### config.mk
export PLATFORM = sky130hd
export DESIGN_NAME = mcma_div_scale
export DESIGN_NICKNAME = d
export VERILOG_FILES = /design/src/rtl/mcma_pkg.sv /design/src/rtl/mcma_div_scale.sv
export SDC_FILE = /design/constraint.sdc
export NUM_CORES = 1
export LEC_CHECK = 0
export CAP_MARGIN = 20
export CORE_MARGIN = 8
export CORE_UTILIZATION = 50
export DETAILED_ROUTE_END_ITERATION = 7
export DONT_BUFFER_PORTS = 1
export GPL_ROUTABILITY_DRIVEN = 0
export PLACE_DENSITY = 0.72
export SLEW_MARGIN = 0
export SYNTH_ARGS = -nofsm -noshare
export SYNTH_HDL_FRONTEND = slang
export SYNTH_SLANG_ARGS = --single-unit
### constraint.sdc
create_clock -name clk -period 3.9 [get_ports clk]
set_input_delay 0.195 -clock clk [delete_from_list [all_inputs] [get_ports clk]]
set_output_delay 0.195 -clock clk [all_outputs]
set_load 0.01 [all_outputs]
### src/rtl/mcma_pkg.sv
`timescale 1ns / 1ps
// ----------------------------------------------------------------------------
// Multichannel moving average: shared types and constants
// Field widths, channel order, register indexes and the control structs that
// pass between the top level and the serial divide unit.
// ----------------------------------------------------------------------------
package mcma_pkg;

  localparam int DATA_W     = 16;  // every field is unsigned Q12.4
  localparam int NUM_FIELDS = 9;   // sensor fields in one sample set
  localparam int SPEED_FIELD = 1;
  localparam int POWER_FIELD = 2;

  // Miles per kilometre as an unsigned Q0.16 fraction.
  localparam logic [DATA_W-1:0] MILES_PER_KM_Q16 = 16'd40723;

  // Configuration port.
  localparam int CFG_W     = 9;
  localparam int CFG_IDX_W = 1;
  localparam logic [CFG_IDX_W-1:0] REG_WINDOW_LENGTH = 1'b0;
  localparam logic [CFG_IDX_W-1:0] REG_METRIC_UNITS  = 1'b1;

  typedef logic [DATA_W-1:0] sample_t;

  // Request to the divide unit: start one channel, optionally rescale speed.
  typedef struct packed {
    logic start;
    logic convert;
  } div_req_t;

  // Answer from the divide unit: a one-cycle done strobe with the result.
  typedef struct packed {
    logic    done;
    sample_t quotient;
  } div_rsp_t;

endpackage

### src/rtl/mcma_div_scale.sv
`timescale 1ns / 1ps
// ----------------------------------------------------------------------------
// Serial divide and scale unit
// Restoring division of a running sum by the window, one quotient bit per
// cycle, followed when asked by a bit-serial multiply by miles per km.
// ----------------------------------------------------------------------------
module mcma_div_scale import mcma_pkg::*; #(
  parameter int SUM_W = 24,
  parameter int WIN_W = 9
) (
  input  logic             clk,
  input  logic             rst,
  input  div_req_t         req,
  input  logic [SUM_W-1:0] dividend,
  input  logic [WIN_W-1:0] divisor,
  output div_rsp_t         rsp
);

  localparam int CNT_W = $clog2(SUM_W);

  typedef enum logic [1:0] {DS_IDLE, DS_DIV, DS_MUL} ds_state_t;

  ds_state_t        state;
  logic [SUM_W-1:0] quo;
  logic [WIN_W-1:0] rem;
  logic [DATA_W-1:0] acc;
  logic [CNT_W-1:0] cnt;
  logic             convert;

  logic [WIN_W:0]   shifted;
  logic [WIN_W:0]   diff;
  logic             fits;
  logic [WIN_W-1:0] rem_next;
  logic [SUM_W-1:0] quo_next;
  logic [DATA_W:0]  acc_sum;

  // One restoring step: bring down the next dividend bit and try a subtract.
  always_comb begin
    shifted  = {rem, quo[SUM_W-1]};
    diff     = shifted - {1'b0, divisor};
    fits     = (shifted >= {1'b0, divisor});
    rem_next = fits ? diff[WIN_W-1:0] : shifted[WIN_W-1:0];
    quo_next = {quo[SUM_W-2:0], fits};
    // Shift-right accumulate keeps the product floored to Q12.4 at every step.
    acc_sum  = {1'b0, acc} + (quo[0] ? {1'b0, MILES_PER_KM_Q16} : '0);
  end

  always_ff @(posedge clk) begin
    if (rst) begin
      state    <= DS_IDLE;
      rsp.done <= 1'b0;
    end else begin
      rsp.done <= 1'b0;
      unique case (state)
        DS_IDLE: begin
          if (req.start) begin
            quo     <= dividend;
            rem     <= '0;
            cnt     <= CNT_W'(SUM_W - 1);
            convert <= req.convert;
            state   <= DS_DIV;
          end
        end
        DS_DIV: begin
          quo <= quo_next;
          rem <= rem_next;
          cnt <= cnt - 1'b1;
          if (cnt == '0) begin
            if (convert) begin
              acc   <= '0;
              cnt   <= CNT_W'(DATA_W - 1);
              state <= DS_MUL;
            end else begin
              rsp.quotient <= quo_next[DATA_W-1:0];
              rsp.done     <= 1'b1;
              state        <= DS_IDLE;
            end
          end
        end
        DS_MUL: begin
          quo <= quo >> 1;
          acc <= acc_sum[DATA_W:1];
          cnt <= cnt - 1'b1;
          if (cnt == '0) begin
            rsp.quotient <= acc_sum[DATA_W:1];
            rsp.done     <= 1'b1;
            state        <= DS_IDLE;
          end
        end
        default: state <= DS_IDLE;
      endcase
    end
  end

endmodule

==> results_dict.tcl, run 1 <==
set metrics [dict create \
    cts_setup_buffers 0 \
    avgSynthCellArea_sq_um 10.8 \
    drv_slew 0 \
    htree_levels 3 \
    synth_nets 463 \
    syn2layout_area_growth_pct 7.58 \
    multiInputGateArea_sq_um 1980 \
    tritoncts "built" \
    fin_util 0.546 \
    fin_nets 465 \
    hold_path_end "state[0]$_SDFFE_PP0P_" \
    ff2ff_path_depth 7 \
    power_density_nw_per_um2 398 \
    initial_core_util 0.508 \
    antenna_found_initial 0 \
    reg2reg_from "quo[0]$_DFFE_PP_" \
    first_pass_iters 4 \
    grt_pass1_wl_mm 15.8 \
    rrSetupSlack_ns 1.29 \
    dp_cells 498 \
    fmax_mhz 383 \
    hold_class "input pin to register" \
    grt_pass1_vias 3043 \
    worstSkewPairLatency_ns 0.35 \
    dieWidth_microns 109 \
    cts.sinks 74 \
    worst_setup_path_start_kind "register" \
    max_slew_margin 0.442 \
    hold_viol 0 \
    synth_enable_flop_cells 71 \
    yosys_warnings 0 \
    drc_errors 0 \
    drive_above_1_share 0.0956 \
    hold_ws_ns 0.0375 \
    path_class "register to register" \
    fin_cells 516 \
    slowest_delay_ns 0.62 \
    dieArea_sq_um 11900 \
    grt_max_degree 40 \
    num_vias 3149 \
    hold_depth 2 \
    pin_count 54 \
    rows 34 \
    synth.distinct_cells 59 \
    diodes 0 \
    cp-end-kind "register" \
    drt_iter0_drc 204 \
    setup-tns-final_ns 0 \
    track_usage 0.171 \
    synth_ff_type "edfxtp_1" \
    synth_seq_area_share 0.505 \
    period_share 0.670 \
    n_fill_cell 740 \
    r2r_end "rsp[13]$_DFFE_PP_" \
    synthCells 402 \
    status "finished, final reports clean" \
    syn-cell-area_sq_um 4340 \
    cp.required_ns 4.00 \
    crit_fanout 14 \
    async_flop_share 0 \
    cts-resized-gates 0 \
    rsz0062_at_grt "no" \
    cts.reportedPaths.clkPinSlew_ns 0.07 \
    tightestPinTransition_ns 0.834 \
    cts_buffers 9 \
    crit_chain "and2_2 > fa_1 > a41o_1 > a31oi_1 > o21ai_2 > mux2i_1 > a22o_1" \
    min_from "req[1]" \
    ys_ff_latch 74 \
    via_per_inst 6.10 \
    port-buffer-count 0 \
    core_area_sq_um 8550 \
    setup_violations 0 \
    fin_crit_ns 2.61 \
    dp_hpwl_mm 7.07 \
    cp_slowest_cell "edfxtp_1" \
    total_power_mw 1.86 \
    die_h_microns 109 \
    cts_hold_buf 2 \
    grt-ovfl-total 0 \
    cts_buffer_depth 2 \
    clk_root_buffer_cell "clkbuf_8" \
    max_cap_violations 0 \
    avgRoutedWirePerCell_microns 19.0 \
    seqCellArea_sq_um 2190 \
    wl_mm 9.82 \
    worst_ep_arrival_time_ns 2.72 \
    power_leakage_nw 1.68 \
    ir_drop_v 0.000185 \
    ant_nets 0 \
    finClkSkew_ns 0.00855 \
]
## placed cells by master, fill, tap and decap left out, drive strengths merged, types with 10 or more instances in the layout
| cell type | n |
|---|---|
| a21oi | 36 |
| a22oi | 25 |
| and2 | 14 |
| clkbuf | 11 |
| edfxtp | 71 |
| ha | 22 |
| inv | 21 |
| nand2 | 20 |
| nand3 | 17 |
| nor2 | 38 |
| o21ai | 18 |
| xnor2 | 10 |
## worst max-delay path by stage
stage                     startpoint           endpoint  slack, ns
2_1_floorplan  state[0]$_SDFFE_PP0P_   cnt[0]$_DFFE_PP_       0.66
3_3_place_gp    rem[4]$_SDFFCE_PN0P_   quo[0]$_DFFE_PP_       1.31
3_5_place_dp    rem[4]$_SDFFCE_PN0P_   quo[0]$_DFFE_PP_       1.22
4_1_cts         rem[4]$_SDFFCE_PN0P_   quo[0]$_DFFE_PP_       1.22
5_1_grt             quo[0]$_DFFE_PP_  rsp[13]$_DFFE_PP_       1.17
6_report            quo[0]$_DFFE_PP_  rsp[13]$_DFFE_PP_       1.29
## critical path: cells and delay by family (launching register included)
family / cells / cell delay (ns)
compound gates: 4 / 0.88
fa+ha+maj: 1 / 0.42
flops: 1 / 0.62
mux: 1 / 0.15
simple gates: 1 / 0.31
## layout make-up
| type | count | share of cell area |
|---|---|---|
| timing repair buffer | 11 | 0.0188 |
| sequential | 74 | 0.469 |
| tap | 108 | 0.0289 |
| clock buffer | 11 | 0.0281 |
| clock inverter | 4 | 0.0145 |
| inverter | 21 | 0.0169 |
| multi-input combinational | 287 | 0.423 |
## through the flow
stage          worst slack, ns  instance area [sq um]
6_report                  1.29                   4670
5_1_grt                   1.17                   4670
4_1_cts                   1.22                   4660
3_5_place_dp              1.22                   4440
3_3_place_gp              1.31                   4440
2_1_floorplan            0.661                   4340
## sequential cells by signal, indices dropped and copies added, names as in the netlist
name / flops
quo: 24
rem: 9
rsp: 17
state: 2
cnt: 5
convert: 1
acc: 16
## where the power goes
part	internal [mW]	switching (mW)
Clock	0.354	0.280
Sequential	0.921	0.0337
Combinational	0.100	0.168
Total	1.37	0.482
## synth_stat cells, types with 10 or more instances
cell type / n / area (sq um)
o21ai_0: 16 / 80.1
a22oi_1: 25 / 188
ha_1: 22 / 275
nand3_1: 17 / 85.1
clkbuf_1: 13 / 48.8
inv_1: 21 / 78.8
nand2_1: 20 / 75.1
xnor2_1: 10 / 87.6
a21oi_1: 35 / 175
edfxtp_1: 71 / 2130
and2_1: 10 / 62.6
nor2_1: 38 / 143
## cells by family (layout without fill, tap and decap cells)
family,Yosys count,after routing,share of synthesized area
adders and majority gates,24,24,0.0726
DFF,74,74,0.505
buffers and inverters,41,47,0.0424
muxes,6,6,0.0138
AOI/OAI and AO/OA,120,120,0.188
xor gates and xnor gates,19,19,0.0383
and+or+nand+nor,118,118,0.140
## per-layer routing
metal | part of all wire | vias to the layer above | global-route usage
li1 | - | 1518 | -
met3 | 0.061 | 10 | 0.0491
met1 | 0.45 | 1516 | 0.225
met2 | 0.48 | 105 | 0.273
met5 | 0 | - | 0
met4 | 0.0098 | 0 | 0.0405
Note: power is estimated with default switching activity, not from simulation.
==> run 2, diff against run 1 <==
--- a/config.mk
+++ b/config.mk
@@ -11,7 +11,7 @@
 export DETAILED_ROUTE_END_ITERATION = 7
 export DONT_BUFFER_PORTS = 1
 export GPL_ROUTABILITY_DRIVEN = 0
-export PLACE_DENSITY = 0.72
+export PLACE_DENSITY = 0.75
 export SLEW_MARGIN = 0
 export SYNTH_ARGS = -nofsm -noshare
 export SYNTH_HDL_FRONTEND = slang
==> constraint.sdc (replaced) <==
create_clock -name clk -period 2.1 [get_ports clk]
set_input_delay 0.105 -clock clk [delete_from_list [all_inputs] [get_ports clk]]
set_output_delay 0.105 -clock clk [all_outputs]
set_load 0.01 [all_outputs]
==> run 2 against run 1 <==
The flow now finishes with violations (setup timing). Sequential power increased by 86%. Non-clock buffer count increased by 72. Utilization increased by 13 points. Register-to-register slack got worse by 1.4 ns. Sequential share of layout area decreased by 8.8 points. Count of clock-buffer cells in the layout decreased by 2. Hold slack got worse by 0.035 ns. Cell count increased by 14%.
==> results_dict.tcl, run 2 (same netlist as run 1, synthesis figures left out) <==
set metrics [dict create \
    n_fill_cell 568 \
    cts.reportedPaths.clkPinSlew_ns 0.09 \
    cp.required_ns 2.22 \
    htree_levels 3 \
    failed_checks "setup timing" \
    hold_viol 0 \
    fin_nets 538 \
    largest_register_ffs 24 \
    switching_share 0.288 \
    rrSetupSlack_ns -0.14 \
    track_usage 0.190 \
    reg2reg_from "quo[0]$_DFFE_PP_" \
    ff2ff_path_depth 8 \
    path_class "register to register" \
    status "complete, but fails checks" \
    rows 34 \
    drv_slew 0 \
    hold_class "input pin to register" \
    power_density_nw_per_um2 645 \
    wl_mm 11.1 \
    setup_violations 17 \
    dieArea_sq_um 11900 \
    first_pass_iters 5 \
    num_vias 3533 \
    top_regs "quo (24), rsp (17), acc (16)" \
    crit_fanout 5 \
    p_clk_frac 0.310 \
    final_cell_mix "edfxtp_1 (71), buf_4 (48), nor2_1 (38)" \
    dp_slack_ns -0.214 \
    ir_drop_v 0.000649 \
    intPower_mw 2.64 \
    drt_iter0_drc 263 \
    worst_setup_path_start_kind "register" \
    min_from "dividend[4]" \
    syn2layout_area_growth_pct 32.5 \
    clk_root_buffer_cell "clkbuf_8" \
    tightestPinTransition_ns 0.463 \
    final_common_cell "edfxtp_1" \
    grt_pass1_wl_mm 17.8 \
    worstSkewPairLatency_ns 0.35 \
    tritoncts "built" \
    grt_max_degree 52 \
    seqCellArea_sq_um 2190 \
    hold_depth 2 \
    max_cap_violations 0 \
    multiInputGateArea_sq_um 2370 \
    initial_core_util 0.508 \
    fmax_mhz 447 \
    layout_setup_ws_ns -0.139 \
    startpoint "quo[0]$_DFFE_PP_" \
    cts_buffers 9 \
    period_share 1.07 \
    design_area_sq_um 5750 \
    max_slew_margin 0.691 \
    rsz0062_at_grt "yes" \
    via_per_inst 5.99 \
    port-buffer-count 0 \
    antenna_found_initial 0 \
    pin_count 54 \
    fin_crit_ns 2.24 \
    core_area_sq_um 8550 \
    hold_path_end "quo[4]$_DFFE_PP_" \
    die_h_microns 109 \
    finClkSkew_ns 0.0103 \
    seqPwrFrac 0.477 \
    place_area_sq_um 4820 \
    max_flop_register "quo" \
    dieWidth_microns 109 \
    worst_ep_arrival_time_ns 2.36 \
    p_sw_mw 1.07 \
    comb_power_share 0.213 \
    drc_errors 0 \
    avgRoutedWirePerCell_microns 18.8 \
    cts_buffer_depth 2 \
    ant_nets 0 \
    cts.sinks 74 \
    power_leakage_nw 2.10 \
    r2r_end "rsp[13]$_DFFE_PP_" \
    cp-end-kind "register" \
    diodes 0 \
    dp_hpwl_mm 7.27 \
    drive_above_1_share 0.282 \
    grt-ovfl-total 0 \
    grt_pass1_vias 3636 \
]
-- run 2: cell count changes in the layout (fill, tap and decap cells not counted), sizes merged, moves of 2 or more --
cell / previous run / this run
buf: 9 / 60
clkbuf: 11 / 9
dlygate4sd3: 2 / 23
inv: 21 / 23
-- run 2: critical path: stages, from the launching register on --
cell	delay [ns]
edfxtp_1	0.43
buf_6	0.17
and2_4	0.16
fa_2	0.34
a41o_1	0.23
a31oi_4	0.22
o21ai_4	0.11
mux2i_1	0.14
a22o_1	0.20
-- run 2: power by group through the flow --
| stage | Clock, mW | Sequential (mW) | Combinational [mW] |
|---|---|---|---|
| floorplan | 0 | 1.78 | 0.411 |
| global placement | 0 | 1.80 | 0.575 |
| detailed placement | 0 | 1.80 | 0.594 |
| CTS | 1.15 | 1.77 | 0.736 |
| global route | 1.20 | 1.78 | 0.858 |
| finish | 1.15 | 1.77 | 0.789 |
-- run 2: per-stage QoR --
stage | hold slack, ns | power [mW] | setup TNS [ns] | cells | utilization
2_1_floorplan | 0.174 | 2.19 | -0.836 | 402 | -
3_3_place_gp | 0.184 | 2.37 | -1.42 | 535 | 0.563
3_5_place_dp | 0.182 | 2.39 | -2.91 | 535 | 0.563
4_1_cts | 0.00407 | 3.65 | -0.378 | 585 | 0.653
5_1_grt | 0.0000449 | 3.84 | -2.45 | 590 | 0.673
6_report | 0.00267 | 3.71 | -1.05 | 590 | 0.673
-- run 2: worst max-delay path by stage --
stage | slack, ns | cells after the start | end
finish | -0.14 | 8 | rsp[13]$_DFFE_PP_
global route | -0.18 | 8 | rsp[13]$_DFFE_PP_
CTS | -0.09 | 8 | rsp[13]$_DFFE_PP_
detailed placement | -0.21 | 7 | rsp[11]$_DFFE_PP_
global placement | -0.14 | 7 | rsp[13]$_DFFE_PP_
floorplan | -0.14 | 7 | rsp[11]$_DFFE_PP_
-- run 2: routing by layer --
layer	global-route usage	wire length, microns	vias to the layer above	part of all wire
met5	0	0	-	0
met4	0.0588	157	0	0.014
met3	0.0485	807	13	0.073
met2	0.313	5480	143	0.49
met1	0.241	4660	1704	0.42
li1	-	-	1673	-
-- run 2: timing repair --
item,CTS,global route
pin swaps,14,12
endpoints found under the setup margin,28,48
buffers inserted,9,5
hold buffers,23,0
hold endpoints to repair,25,0
gates resized for setup,38,24
cloned,2,0
-- run 2: final cells by class --
cell class,instances,share of cell area
clock inverter,7,0.0133
sequential,74,0.381
multi-input combinational,288,0.413
inverter,21,0.0137
timing repair buffer,83,0.134
tap,108,0.0235
clock buffer,9,0.0215
